`config.mk`:
```
export PLATFORM = sky130hd
export DESIGN_NAME = multi_stage_thermostat_unit
export DESIGN_NICKNAME = d
export VERILOG_FILES = /design/src/sv/mst_pkg.sv /design/src/sv/mst_cfg.sv /design/src/sv/mst_core.sv /design/src/sv/multi_stage_thermostat_unit.sv
export SDC_FILE = /design/constraint.sdc
export NUM_CORES = 1
export LEC_CHECK = 0
export BUFFER_PORTS_ARGS = -buffer_cell sky130_fd_sc_hd__buf_2
export CAP_MARGIN = 20
export CORE_MARGIN = 2
export CORE_UTILIZATION = 45
export CTS_CLUSTER_SIZE = 28
export DETAILED_ROUTE_END_ITERATION = 6
export GPL_TIMING_DRIVEN = 0
export PLACE_DENSITY_LB_ADDON = 0.1
export REMOVE_ABC_BUFFERS = 1
export SLEW_MARGIN = 0
export SYNTH_ARGS = -nofsm -noshare
export SYNTH_HDL_FRONTEND = slang
export SYNTH_HIERARCHICAL = 1
export SYNTH_SLANG_ARGS = --single-unit
```
`constraint.sdc`:
```
create_clock -name i_clk -period 6.2 [get_ports i_clk]
set_input_delay 0.93 -clock i_clk [delete_from_list [all_inputs] [get_ports i_clk]]
set_output_delay 0.93 -clock i_clk [all_outputs]
set_load 0.02 [all_outputs]
```
`src/sv/mst_pkg.sv`:
```
// shared types, constants and helper functions of the multi-stage thermostat
// no dependencies; used by every module of the block
`default_nettype none

package mst_pkg;

    // block constants
    localparam int STAGES               = 3;
    localparam int LOW_SAMPLES_PER_STEP = 16;
    localparam int REPORT_INTERVAL      = 60;
    localparam int FIRST_ALARM_HOLDOFF  = 10;

    // field widths
    localparam int PAT_W      = 3;
    localparam int VAL_W      = 16;
    localparam int OFS_W      = 15;
    localparam int CTRL_W     = 3;
    localparam int FUNC_W     = 2;
    localparam int CFG_IDX_W  = 3;
    localparam int CFG_DATA_W = 16;
    localparam int CNT_W      = 8;
    localparam int AL_W       = 2;

    localparam logic [PAT_W-1:0] STAGE_MASK = PAT_W'((1 << STAGES) - 1);

    // item function codes
    localparam logic [FUNC_W-1:0] FUNC_SAMPLE   = 2'd0;
    localparam logic [FUNC_W-1:0] FUNC_REP_ACK  = 2'd1;
    localparam logic [FUNC_W-1:0] FUNC_LOW_ACK  = 2'd2;
    localparam logic [FUNC_W-1:0] FUNC_HIGH_ACK = 2'd3;

    // register indexes
    localparam logic [CFG_IDX_W-1:0] REG_SETPOINT   = 3'd0;
    localparam logic [CFG_IDX_W-1:0] REG_HYSTERESIS = 3'd1;
    localparam logic [CFG_IDX_W-1:0] REG_DEADBAND   = 3'd2;
    localparam logic [CFG_IDX_W-1:0] REG_LOW_OFS    = 3'd3;
    localparam logic [CFG_IDX_W-1:0] REG_HIGH_OFS   = 3'd4;
    localparam logic [CFG_IDX_W-1:0] REG_CONTROL    = 3'd5;
    localparam logic [CFG_IDX_W-1:0] REG_MAX_PAT    = 3'd6;
    localparam logic [CFG_IDX_W-1:0] REG_OFF_DELAY  = 3'd7;

    // control bits
    localparam int CTRL_BINARY  = 0;
    localparam int CTRL_LOW_EN  = 1;
    localparam int CTRL_HIGH_EN = 2;

    // alarm machine states
    localparam logic [AL_W-1:0] AL_IDLE    = 2'd0;
    localparam logic [AL_W-1:0] AL_PENDING = 2'd1;
    localparam logic [AL_W-1:0] AL_SENT    = 2'd2;

    // configuration register set
    typedef struct packed {
        logic [VAL_W-1:0]  setpoint;
        logic [OFS_W-1:0]  hysteresis;
        logic [OFS_W-1:0]  deadband;
        logic [OFS_W-1:0]  low_ofs;
        logic [OFS_W-1:0]  high_ofs;
        logic [CTRL_W-1:0] control;
        logic [PAT_W-1:0]  max_pat;
        logic [VAL_W-1:0]  off_delay;
    } t_cfg;

    // one result word
    typedef struct packed {
        logic [PAT_W-1:0] stage_outputs;
        logic             report_due;
        logic             low_alarm_due;
        logic             high_alarm_due;
    } t_result;

    // one step up of the stage pattern, taken only while the pattern is below the max pattern
    function automatic logic [PAT_W-1:0] add_stage(input logic [PAT_W-1:0] pat,
                                                   input logic [PAT_W-1:0] max_pat,
                                                   input logic             binary);
        logic [PAT_W-1:0] nxt;
        nxt = pat;
        if (pat < max_pat) begin
            if (binary) begin
                nxt = (pat + PAT_W'(1)) & STAGE_MASK;
            end else begin
                nxt = {pat[PAT_W-2:0], 1'b1} & STAGE_MASK;
            end
        end
        return nxt;
    endfunction

    // alarm machine step; returns {due, next state}
    function automatic logic [AL_W:0] alarm_step(input logic [AL_W-1:0] st,
                                                 input logic            trip,
                                                 input logic            clr);
        logic [AL_W:0] res;
        res = {1'b0, AL_IDLE};
        case (st)
            AL_PENDING: begin
                res = clr ? {1'b0, AL_IDLE} : {1'b1, AL_PENDING};
            end
            AL_SENT: begin
                res = clr ? {1'b0, AL_IDLE} : {1'b0, AL_SENT};
            end
            default: begin
                res = trip ? {1'b1, AL_PENDING} : {1'b0, AL_IDLE};
            end
        endcase
        return res;
    endfunction

endpackage

`default_nettype wire

```
`src/sv/mst_cfg.sv`:
```
// configuration register file of the multi-stage thermostat
// depends on mst_pkg
`default_nettype none

module mst_cfg (
    input  wire logic                           i_clk,
    input  wire logic                           i_rst_n,
    input  wire logic                           i_cfg_we,
    input  wire logic [mst_pkg::CFG_IDX_W-1:0]  i_cfg_idx,
    input  wire logic [mst_pkg::CFG_DATA_W-1:0] i_cfg_data,
    output mst_pkg::t_cfg                       o_cfg,
    output logic                                o_off_reload
);

    mst_pkg::t_cfg r_cfg;

    // register writes
    always_ff @(posedge i_clk) begin
        if (!i_rst_n) begin
            r_cfg.setpoint   <= 16'd6000;
            r_cfg.hysteresis <= 15'd500;
            r_cfg.deadband   <= 15'd80;
            r_cfg.low_ofs    <= 15'd1000;
            r_cfg.high_ofs   <= 15'd1000;
            r_cfg.control    <= '0;
            r_cfg.max_pat    <= mst_pkg::STAGE_MASK;
            r_cfg.off_delay  <= '0;
        end else if (i_cfg_we) begin
            unique case (i_cfg_idx)
                mst_pkg::REG_SETPOINT:   r_cfg.setpoint   <= i_cfg_data;
                mst_pkg::REG_HYSTERESIS: r_cfg.hysteresis <= i_cfg_data[mst_pkg::OFS_W-1:0];
                mst_pkg::REG_DEADBAND:   r_cfg.deadband   <= i_cfg_data[mst_pkg::OFS_W-1:0];
                mst_pkg::REG_LOW_OFS:    r_cfg.low_ofs    <= i_cfg_data[mst_pkg::OFS_W-1:0];
                mst_pkg::REG_HIGH_OFS:   r_cfg.high_ofs   <= i_cfg_data[mst_pkg::OFS_W-1:0];
                mst_pkg::REG_CONTROL:    r_cfg.control    <= i_cfg_data[mst_pkg::CTRL_W-1:0];
                mst_pkg::REG_MAX_PAT: begin
                    // patterns beyond the stage count are dropped
                    if (i_cfg_data[mst_pkg::PAT_W-1:0] <= mst_pkg::STAGE_MASK) begin
                        r_cfg.max_pat <= i_cfg_data[mst_pkg::PAT_W-1:0];
                    end
                end
                mst_pkg::REG_OFF_DELAY:  r_cfg.off_delay  <= i_cfg_data;
            endcase
        end
    end

    assign o_cfg        = r_cfg;
    // off delay write also reloads the turn-off countdown
    assign o_off_reload = i_cfg_we && (i_cfg_idx == mst_pkg::REG_OFF_DELAY);

endmodule

`default_nettype wire

```
`src/sv/mst_core.sv`:
```
// thermostat state and single-pass next-state / result logic
// depends on mst_pkg; fed by mst_cfg, sequenced by the top level
`default_nettype none

module mst_core (
    input  wire logic                       i_clk,
    input  wire logic                       i_rst_n,
    input  wire mst_pkg::t_cfg              i_cfg,
    input  wire logic                       i_off_reload,
    input  wire logic [mst_pkg::VAL_W-1:0]  i_off_value,
    input  wire logic                       i_en,
    input  wire logic [mst_pkg::FUNC_W-1:0] i_func,
    input  wire logic [mst_pkg::VAL_W-1:0]  i_value,
    output mst_pkg::t_result                o_result
);

    localparam int XW = mst_pkg::VAL_W + 2;

    logic [mst_pkg::VAL_W-1:0] r_last_value,   n_last_value;
    logic [mst_pkg::PAT_W-1:0] r_pat,          n_pat;
    logic [mst_pkg::CNT_W-1:0] r_low_cnt,      n_low_cnt;
    logic [mst_pkg::VAL_W-1:0] r_off_cnt,      n_off_cnt;
    logic [mst_pkg::VAL_W-1:0] r_rep_value,    n_rep_value;
    logic [mst_pkg::VAL_W-1:0] r_rep_setpoint, n_rep_setpoint;
    logic [mst_pkg::PAT_W-1:0] r_rep_pat,      n_rep_pat;
    logic [mst_pkg::VAL_W-1:0] r_rep_cnt,      n_rep_cnt;
    logic [mst_pkg::CNT_W-1:0] r_holdoff,      n_holdoff;
    logic [mst_pkg::AL_W-1:0]  r_low_st,       n_low_st;
    logic [mst_pkg::AL_W-1:0]  r_high_st,      n_high_st;

    logic signed [XW-1:0]      v_x, sp_x, on_x, lo_x, hi_x, diff_x, ndiff_x, db_x;
    logic [mst_pkg::CNT_W-1:0] low_inc;
    logic [mst_pkg::AL_W:0]    low_step, high_step;
    logic                      rep, lo, hi;

    // thresholds, widened so that no sum wraps
    always_comb begin
        v_x     = XW'($signed(i_value));
        sp_x    = XW'($signed(i_cfg.setpoint));
        on_x    = sp_x - $signed(XW'(i_cfg.hysteresis));
        lo_x    = sp_x - $signed(XW'(i_cfg.low_ofs));
        hi_x    = sp_x + $signed(XW'(i_cfg.high_ofs));
        diff_x  = v_x - XW'($signed(r_rep_value));
        ndiff_x = -diff_x;
        db_x    = $signed(XW'(i_cfg.deadband));
        low_inc = r_low_cnt + mst_pkg::CNT_W'(1);
    end

    // next state and result
    always_comb begin
        n_last_value   = r_last_value;
        n_pat          = r_pat;
        n_low_cnt      = r_low_cnt;
        n_off_cnt      = r_off_cnt;
        n_rep_value    = r_rep_value;
        n_rep_setpoint = r_rep_setpoint;
        n_rep_pat      = r_rep_pat;
        n_rep_cnt      = r_rep_cnt;
        n_holdoff      = r_holdoff;
        n_low_st       = r_low_st;
        n_high_st      = r_high_st;
        rep            = 1'b0;
        lo             = 1'b0;
        hi             = 1'b0;
        low_step       = '0;
        high_step      = '0;

        if (i_en) begin
            case (i_func)
                mst_pkg::FUNC_SAMPLE: begin
                    n_last_value = i_value;

                    // stage control with hysteresis
                    if (r_pat == '0) begin
                        if (v_x < on_x) begin
                            n_pat     = mst_pkg::add_stage(r_pat, i_cfg.max_pat,
                                                           i_cfg.control[mst_pkg::CTRL_BINARY]);
                            n_low_cnt = '0;
                        end
                    end else if (v_x < on_x) begin
                        n_low_cnt = low_inc;
                        if ((low_inc % mst_pkg::CNT_W'(mst_pkg::LOW_SAMPLES_PER_STEP)) == '0) begin
                            n_pat = mst_pkg::add_stage(r_pat, i_cfg.max_pat,
                                                       i_cfg.control[mst_pkg::CTRL_BINARY]);
                        end
                    end else if (v_x >= sp_x) begin
                        if (r_off_cnt != '0) begin
                            n_off_cnt = r_off_cnt - mst_pkg::VAL_W'(1);
                        end else begin
                            n_off_cnt = i_cfg.off_delay;
                            n_low_cnt = '0;
                            n_pat     = '0;
                        end
                    end

                    // report scheduling
                    if (r_rep_cnt[mst_pkg::VAL_W-1] || r_rep_cnt == '0) rep = 1'b1;
                    if (diff_x > db_x || ndiff_x > db_x)                rep = 1'b1;
                    if (i_cfg.setpoint != r_rep_setpoint)               rep = 1'b1;
                    if (n_pat != r_rep_pat)                             rep = 1'b1;
                    if (!r_rep_cnt[mst_pkg::VAL_W-1]) begin
                        n_rep_cnt = r_rep_cnt - mst_pkg::VAL_W'(1);
                    end

                    // alarms after the start-up holdoff
                    if (r_holdoff != '0) begin
                        n_holdoff = r_holdoff - mst_pkg::CNT_W'(1);
                    end else begin
                        low_step  = mst_pkg::alarm_step(r_low_st,
                                                        (v_x < lo_x) && (n_pat >= i_cfg.max_pat),
                                                        v_x > sp_x);
                        high_step = mst_pkg::alarm_step(r_high_st, v_x > hi_x, v_x < sp_x);
                        if (i_cfg.control[mst_pkg::CTRL_LOW_EN]) begin
                            lo       = low_step[mst_pkg::AL_W];
                            n_low_st = low_step[mst_pkg::AL_W-1:0];
                        end
                        if (i_cfg.control[mst_pkg::CTRL_HIGH_EN]) begin
                            hi        = high_step[mst_pkg::AL_W];
                            n_high_st = high_step[mst_pkg::AL_W-1:0];
                        end
                    end
                end
                mst_pkg::FUNC_REP_ACK: begin
                    n_rep_cnt      = mst_pkg::VAL_W'(mst_pkg::REPORT_INTERVAL);
                    n_rep_value    = r_last_value;
                    n_rep_setpoint = i_cfg.setpoint;
                    n_rep_pat      = r_pat;
                end
                mst_pkg::FUNC_LOW_ACK: begin
                    if (r_low_st == mst_pkg::AL_PENDING) n_low_st = mst_pkg::AL_SENT;
                end
                default: begin
                    if (r_high_st == mst_pkg::AL_PENDING) n_high_st = mst_pkg::AL_SENT;
                end
            endcase
        end

        // config write only while no item is in flight is up to the user; takes value written
        if (i_off_reload) begin
            n_off_cnt = i_off_value;
        end
    end

    // state registers
    always_ff @(posedge i_clk) begin
        if (!i_rst_n) begin
            r_last_value   <= '0;
            r_pat          <= '0;
            r_low_cnt      <= '0;
            r_off_cnt      <= '0;
            r_rep_value    <= '0;
            r_rep_setpoint <= '0;
            r_rep_pat      <= '0;
            r_rep_cnt      <= '0;
            r_holdoff      <= mst_pkg::CNT_W'(mst_pkg::FIRST_ALARM_HOLDOFF);
            r_low_st       <= mst_pkg::AL_IDLE;
            r_high_st      <= mst_pkg::AL_IDLE;
        end else begin
            r_last_value   <= n_last_value;
            r_pat          <= n_pat;
            r_low_cnt      <= n_low_cnt;
            r_off_cnt      <= n_off_cnt;
            r_rep_value    <= n_rep_value;
            r_rep_setpoint <= n_rep_setpoint;
            r_rep_pat      <= n_rep_pat;
            r_rep_cnt      <= n_rep_cnt;
            r_holdoff      <= n_holdoff;
            r_low_st       <= n_low_st;
            r_high_st      <= n_high_st;
        end
    end

    assign o_result.stage_outputs  = n_pat;
    assign o_result.report_due     = rep;
    assign o_result.low_alarm_due  = lo;
    assign o_result.high_alarm_due = hi;

endmodule

`default_nettype wire

```
`src/sv/multi_stage_thermostat_unit.sv`:
```
// top level of the multi-stage thermostat: input register, core, result register
// depends on mst_pkg, mst_cfg and mst_core
//
// usage
//   input channel (i_in_valid / o_in_ready) carries one word: i_func and
//   i_sample_value. func sample updates the stage pattern, report and alarm
//   flags; the three acknowledge codes mark the report or an alarm as sent.
//   output channel (o_out_valid / i_out_ready) returns one result word per
//   input word, in order: stage pattern plus report, low and high alarm flags.
//   path: an accepted word is held in the input register, then its result is
//   captured in the result register once that register is free or being read.
//   throughput: one word per cycle while the receiver takes each result; the
//   core evaluates a word combinationally between the input and result registers.
//   receiver stall: the result register holds; one more word is taken into
//   the input register, then o_in_ready drops until the result is taken.
//   reset (i_rst_n low, synchronous): both channels empty, registers at their
//   defaults, thermostat state cleared, alarm holdoff reloaded.
//   configuration: i_cfg_we writes i_cfg_data to register i_cfg_idx at once;
//   write only while no word is in flight.
`default_nettype none

module multi_stage_thermostat_unit (
    input  wire logic                           i_clk,
    input  wire logic                           i_rst_n,
    input  wire logic                           i_cfg_we,
    input  wire logic [mst_pkg::CFG_IDX_W-1:0]  i_cfg_idx,
    input  wire logic [mst_pkg::CFG_DATA_W-1:0] i_cfg_data,
    input  wire logic                           i_in_valid,
    output logic                                o_in_ready,
    input  wire logic [mst_pkg::FUNC_W-1:0]     i_func,
    input  wire logic [mst_pkg::VAL_W-1:0]      i_sample_value,
    output logic                                o_out_valid,
    input  wire logic                           i_out_ready,
    output logic [mst_pkg::PAT_W-1:0]           o_stage_outputs,
    output logic                                o_report_due,
    output logic                                o_low_alarm_due,
    output logic                                o_high_alarm_due
);

    mst_pkg::t_cfg             cfg;
    mst_pkg::t_result          core_res;
    logic                      off_reload;
    logic                      adv;

    logic                      r_in_valid;
    logic [mst_pkg::FUNC_W-1:0] r_in_func;
    logic [mst_pkg::VAL_W-1:0] r_in_value;
    logic                      r_out_valid;
    mst_pkg::t_result          r_out;

    // word moves from input register to result register
    assign adv        = r_in_valid && (!r_out_valid || i_out_ready);
    assign o_in_ready = !r_in_valid || adv;

    mst_cfg u_cfg (
        .i_clk        (i_clk),
        .i_rst_n      (i_rst_n),
        .i_cfg_we     (i_cfg_we),
        .i_cfg_idx    (i_cfg_idx),
        .i_cfg_data   (i_cfg_data),
        .o_cfg        (cfg),
        .o_off_reload (off_reload)
    );

    mst_core u_core (
        .i_clk        (i_clk),
        .i_rst_n      (i_rst_n),
        .i_cfg        (cfg),
        .i_off_reload (off_reload),
        .i_off_value  (i_cfg_data),
        .i_en         (adv),
        .i_func       (r_in_func),
        .i_value      (r_in_value),
        .o_result     (core_res)
    );

    // input register control
    always_ff @(posedge i_clk) begin
        if (!i_rst_n) begin
            r_in_valid <= 1'b0;
        end else if (o_in_ready) begin
            r_in_valid <= i_in_valid;
        end
    end

    // input register payload
    always_ff @(posedge i_clk) begin
        if (i_in_valid && o_in_ready) begin
            r_in_func  <= i_func;
            r_in_value <= i_sample_value;
        end
    end

    // result register control
    always_ff @(posedge i_clk) begin
        if (!i_rst_n) begin
            r_out_valid <= 1'b0;
        end else if (adv) begin
            r_out_valid <= 1'b1;
        end else if (i_out_ready) begin
            r_out_valid <= 1'b0;
        end
    end

    // result register payload
    always_ff @(posedge i_clk) begin
        if (adv) begin
            r_out <= core_res;
        end
    end

    assign o_out_valid      = r_out_valid;
    assign o_stage_outputs  = r_out.stage_outputs;
    assign o_report_due     = r_out.report_due;
    assign o_low_alarm_due  = r_out.low_alarm_due;
    assign o_high_alarm_due = r_out.high_alarm_due;

endmodule

`default_nettype wire

```
==> impl_metrics.toml, run 1 <==
[timing]
hold_viol_final = 0
max_freq_ghz = 0.169
rsz0062_at_grt = "no"
fin_crit_ps = 5910
final.setup.worst_slack_ps = 289
fin_skew_ps = 8.28
slew_headroom_pct = 25.2
setup_viol = 0
fin_crit_sh_pct = 95.3
worst_slew_pin_slew_ps = 1120
setup_tns_ps = 0
slew_viol_final = 0

[route]
firstDrtPassIters = 5
viasPerCell = 5.43
wire_per_inst_microns = 17.6
postRouteAntennaNets = 0
dr.first_iter.drc_count = 678
vias = 12500
routed_wl_microns = 40400
drc_errors = 0

[setup_path]
reg2reg_to = "o_low_alarm_due"
timing.rr.start = "u_cfg/o_cfg[83]"
crit_path_start_kind = "flop"
rrSetupSlack_ps = 290
slowest_delay_ps = 620
cp_top_family = "compound AO/OA/AOI/OAI gates"
crit_path_start = "u_cfg/o_cfg[83]"
end_kind = "flop"
crit_slowest_cell = "o311ai_0"
rr_worst_depth = 23
crit_buf_inv = 0
path_cells = "ha_1, nor2b_1, o21ai_0, a21oi_1, o21ai_0, a21oi_1, a41o_1, o2111a_1, o21a_1, o21a_1, o311ai_0, ha_1, nand2_1, a31oi_1, or4_1, o221ai_1, ha_1, nand2b_1, a21o_1, a21oi_1, a211oi_1, a32o_1, nor3b_1"
worstSetupEndpoint = "o_low_alarm_due"
cp.depth = 23
crit_type = "flop to flop"
path_max_fanout = 9
critical_path_required_ps = 6480
worstPathArrival_ps = 6190

[logic_synthesis]
synth_warnings = 6
synth-seq-area-share_pct = 31.2
synth-edff-count = 24
syn_inst = 1805
syn_area_sq_mm = 0.0153
ys_ff_latch = 226
synthDistinctLibCells = 85
syn_area_per_cell_sq_um = 8.47
ys.flop_type = "dfxtp_1"
async_flop_share_pct = 0

[cells_and_area]
area_delta_synth_final_pct = 10.4
antenna_cells = 0
drive_gt1_share_pct = 7.85
fin_nets = 2048

[placement]
place_ws_ps = -341
hpwl_microns = 30500
gp_congestion = 0.880
port_buffers = 49

[power_and_ir_drop]
power_density_mw_per_mm2 = 222
max-vdd-ir-drop_v = 0.000177
leakagePower_nw = 7.26

[floorplan]
die_x_microns = 188
start_util_pct = 45.7
core_area_sq_mm = 0.0334
dieArea_sq_mm = 0.0354
die_h_microns = 188
ios = 50
placementRows = 67

[clocking]
clk_pin_slew_ps = 60
cts_made_buffers = 26
cts.sinks = 226
cts_buffer_depth = 3
htree_num_levels = 1
holdBufCountCts = 0
cts_tree = "yes"
root_buffer = "clkbuf_16"
insertion_delay_ps = 530

[hold_path]
min_from = "u_core/r_last_value[11]"
min_path_type = "flop to flop"

[global_routing]
grt_overflow_total = 0
grt_pass1_wl_microns = 64100
grtUsageTotal_pct = 22.7
grt_pass1_vias = 12100
grt_max_degree = 126
antenna_found_initial = 0

[run_status]
status = "finished clean"

[run]
maxCapViolCount = 0
[cell type report]
class	count	area (sq um)
Fill cell	3235	16600
Multi-Input combinational cell	1372	9730
Sequential cell	226	4770
Clock buffer	39	801
Tap cell	448	561
Inverter	139	522
Timing Repair Buffer	61	420
Clock inverter	9	73.8
[power breakdown]
group	switching, mW	total [mW]	internal (mW)
registers	0.0460	1.56	1.52
clock network	0.619	1.55	0.930
logic	0.380	0.641	0.261
total	1.04	3.75	2.71
[layout by cell type (no fill, tap or decap), types with 27 or more instances in the layout]
cell and n:
mux2i_1 103, nor2_1 102, ha_1 176, xnor2_1 43, nand3_1 31, a21boi_0 51, dfxtp_1 200, buf_2 48
nor2b_1 68, o21ai_0 60, clkbuf_16 27, nor3_1 43, xor2_1 48, inv_1 137, a21oi_1 92, nand2_1 260
[worst min path at each step]
stage	to	slack [ps]	cells past startpoint
6_report	u_core/r_rep_value[11]	450	2
5_1_grt	u_core/r_rep_value[13]	470	2
4_1_cts	u_core/r_rep_value[11]	460	2
3_5_place_dp	u_core/r_rep_value[13]	450	2
3_3_place_gp	u_cfg/o_cfg[66]	440	2
2_1_floorplan	u_cfg/o_cfg[6]	430	2
[tightest hold or removal path, delay by kind of cell, from the launching register on]
kind            cells  cell delay (ps)
compound gates      1               50
flops               1              310
simple gates        1               50
[what timing repair did]
item,in CTS,in global routing
pin swaps,0,2
endpoints found under the setup margin,4,5
resized for setup,5,6
setup buffers,0,2
[routing by layer]
layer  vias to the layer above  GRT usage [%]  share of wire (%)
met4                         0           7.18                3.5
met2                       185           38.4                 46
met5                         -              0                  0
met3                        56           2.79                3.6
met1                      5878           30.2                 47
li1                       6344              -                  -
[registers in the layout, summed over array words and instances, names as in the netlist, 2 cells and up]
signal / count
u_core/r_holdoff: 8
u_core/r_rep_setpoint: 16
u_core/r_rep_value: 16
r_in_value: 16
u_core/r_rep_cnt: 16
u_cfg/o_cfg: 98
o_stage_outputs: 3
u_core/r_high_st: 2
u_core/r_low_cnt: 4
u_core/r_pat: 3
u_core/r_last_value: 16
r_in_func: 2
u_core/r_off_cnt: 16
u_core/r_rep_pat: 3
u_core/r_low_st: 2
[Yosys cell counts, drive strengths merged, types with 10 or more instances]
cell type,instances,share of area [%]
a21oi,93,3.0
nor2b,69,2.9
a31oi,11,0.55
a21o,21,1.0
nand2b,17,0.70
xnor2,43,2.5
a21boi,52,2.6
nor3,43,1.4
o21ai,63,2.1
clkbuf,48,1.2
mux2i,103,6.7
buf,20,0.96
nor2,102,2.5
ha,176,14
edfxtp,24,4.7
nand3,31,1.0
nor4,16,0.85
dfxtp,202,26
and2,16,0.66
nand2,261,6.4
o211ai,10,0.49
or3,26,1.1
inv,138,3.4
o21a,19,0.93
xor2,48,2.8
nand4,18,0.74
[stage by stage]
step / cell area (sq um) / hold slack [ps] / total power, mW / util, % / std cells
2_1_floorplan: 15000 / 432 / 2.02 / - / 1737
3_3_place_gp: 15800 / 444 / 2.21 / 47.1 / 2234
3_5_place_dp: 15900 / 448 / 2.22 / 47.6 / 2242
4_1_cts: 16800 / 456 / 3.80 / 50.3 / 2290
5_1_grt: 16900 / 468 / 3.93 / 50.4 / 2294
6_report: 16900 / 453 / 3.75 / 50.4 / 2294
[logic make-up (layout without fill, tap and decap cells)]
group,after synthesis,in the layout,synth area share [%]
AND/OR/NAND/NOR,645,645,20.8
AO/OA/AOI/OAI,350,350,15.4
flip-flops,226,226,31.2
buffers and inverters,207,248,5.55
adder cells (fa/ha/maj),180,180,14.9
multiplexers,106,106,6.97
XOR/XNOR,91,91,5.22
(Power assumes the default switching activity.)
==> inputs of run 2 (changes only) <==
- CORE_MARGIN: 2 -> default
==> run 2 against run 1 <==
Against the previous run:
- die area is 2.1% lower
- largest power group is now clock
- first-iteration DRC count is 20% higher
- clock skew is 11 ps higher
- flip-flop and latch count stayed put
- final cell count increased by 0.17%
- sequential share of layout area down 0.18 points
- wire length fell by 0.18%
- clock-buffer cell count rose by 4
- worst setup slack better by 18 ps
- global-route usage grew 0.80 points
- fmax grew 0.31%
- core utilization rose by 0.33 points
- highest routed layer unchanged
==> impl_metrics.toml, run 2 (same netlist as run 1, synthesis figures left out) <==
[run_status]
status = "finished clean"

[global_routing]
grt_max_degree = 148
antenna_found_initial = 0
grtUsageTotal_pct = 23.5
grt_pass1_wl_microns = 63000
grt_overflow_total = 0
grt_pass1_vias = 11700

[timing]
fin_crit_ps = 5890
slew_viol_final = 0
setup_viol = 0
max_freq_ghz = 0.170
hold_viol_final = 0
worst_slew_pin_slew_ps = 1090
final.setup.worst_slack_ps = 308
whs_ps = 457
rsz0062_at_grt = "no"
fin_skew_ps = 19.7
fin_crit_sh_pct = 95.0
setup_tns_ps = 0
slew_headroom_pct = 27.1

[hold_path]
min_path_type = "flop to flop"

[power_and_ir_drop]
leakagePower_nw = 7.31
power_density_mw_per_mm2 = 228
max-vdd-ir-drop_v = 0.000182
power.total_mw = 3.87

[setup_path]
slowest_delay_ps = 570
critical_path_required_ps = 6460
worstPathArrival_ps = 6160
crit_path_start_kind = "flop"
crit_type = "flop to flop"
end_kind = "flop"
crit_slowest_cell = "o311ai_0"
path_cells = "ha_1, nor2b_1, o21ai_0, a21oi_1, o21ai_0, a21oi_1, a41o_1, o2111a_1, o21a_1, o21a_1, o311ai_0, ha_1, nand3_1, nor4_4, or2_4, or3_1, o221ai_2, ha_1, a21o_1, a21oi_1, a211oi_1, a32o_1, nor3b_1"
path_max_fanout = 9

[floorplan]
die_h_microns = 186
die_x_microns = 186
start_util_pct = 45.7
dieArea_sq_mm = 0.0347
ios = 50
core_area_sq_mm = 0.0334
placementRows = 67

[placement]
place_ws_ps = -417
post_dp_cell_area_sq_mm = 0.0159
hpwl_microns = 30500
dp_cells = 2242
port_buffers = 49
gp_congestion = 0.892

[clocking]
insertion_delay_ps = 560
cts_made_buffers = 28
root_buffer = "clkbuf_16"
holdBufCountCts = 0
clk_pin_slew_ps = 60
cts_buffer_depth = 3
cts.sinks = 226
cts_tree = "yes"
htree_num_levels = 1

[cells_and_area]
fin_area_sq_mm = 0.0170
area_delta_synth_final_pct = 11.1
mostFrequentLayoutCells = "nand2_1, dfxtp_1, ha_1, inv_1, mux2i_1"
antenna_cells = 0
final_common_cell = "nand2_1"
multi_input_area_sq_mm = 0.00975
largest_reg_flops = 98
utilization_pct = 50.8
final_cells = 2298
drive_gt1_share_pct = 8.00
fillers = 3225
ff_latch_area_sq_mm = 0.00477
fin_nets = 2050

[route]
vias = 12500
drc_errors = 0
dr.first_iter.drc_count = 816
viasPerCell = 5.44
firstDrtPassIters = 5
routed_wl_microns = 40400
postRouteAntennaNets = 0
wire_per_inst_microns = 17.6

[run]
maxCapViolCount = 0
[run 2: cell type report]
cell class / instances / share of cell area [%]
clock buffers: 43 / 5.13
clock inverters: 9 / 0.508
inverters: 139 / 3.07
multi-input cells: 1372 / 57.4
flip-flops and latches: 226 / 28.1
well taps: 448 / 3.30
repair buffers: 61 / 2.50
[run 2: critical path: cells and delay by family (launching register included)]
| family | cells | cell delay (ps) |
|---|---|---|
| AND/OR/NAND/NOR | 6 | 1230 |
| adder cells (fa/ha/maj) | 3 | 920 |
| AO/OA/AOI/OAI | 14 | 2980 |
| flip-flops | 1 | 480 |
[run 2: layer usage]
| layer | track usage (%) | vias up | routed length (microns) |
|---|---|---|---|
| li1 | - | 6359 | - |
| met1 | 32.0 | 5863 | 19400 |
| met2 | 38.4 | 219 | 18000 |
| met3 | 2.94 | 65 | 1550 |
| met4 | 7.87 | 0 | 1390 |
| met5 | 0 | - | 0 |
[run 2: path summary, 6_finish.rpt]
kind                            from                      to  slack (ps)  cells after the start
min          u_core/r_last_value[14]  u_core/r_rep_value[14]         460                      2
max                  u_cfg/o_cfg[83]         o_low_alarm_due         310                     23
max reg2reg          u_cfg/o_cfg[83]         o_low_alarm_due         310                     23
min reg2reg  u_core/r_last_value[14]  u_core/r_rep_value[14]         460                      2
[run 2: power by group]
part           internal (mW)  switching, mW
registers               1.52         0.0460
clock network           1.01          0.652
logic                  0.264          0.384
[run 2: timing repair]
item	CTS	global route
pin swaps	0	5
gates cloned	0	0
buffers inserted	0	2
gates resized for setup	5	9
endpoints found under the setup margin	6	7
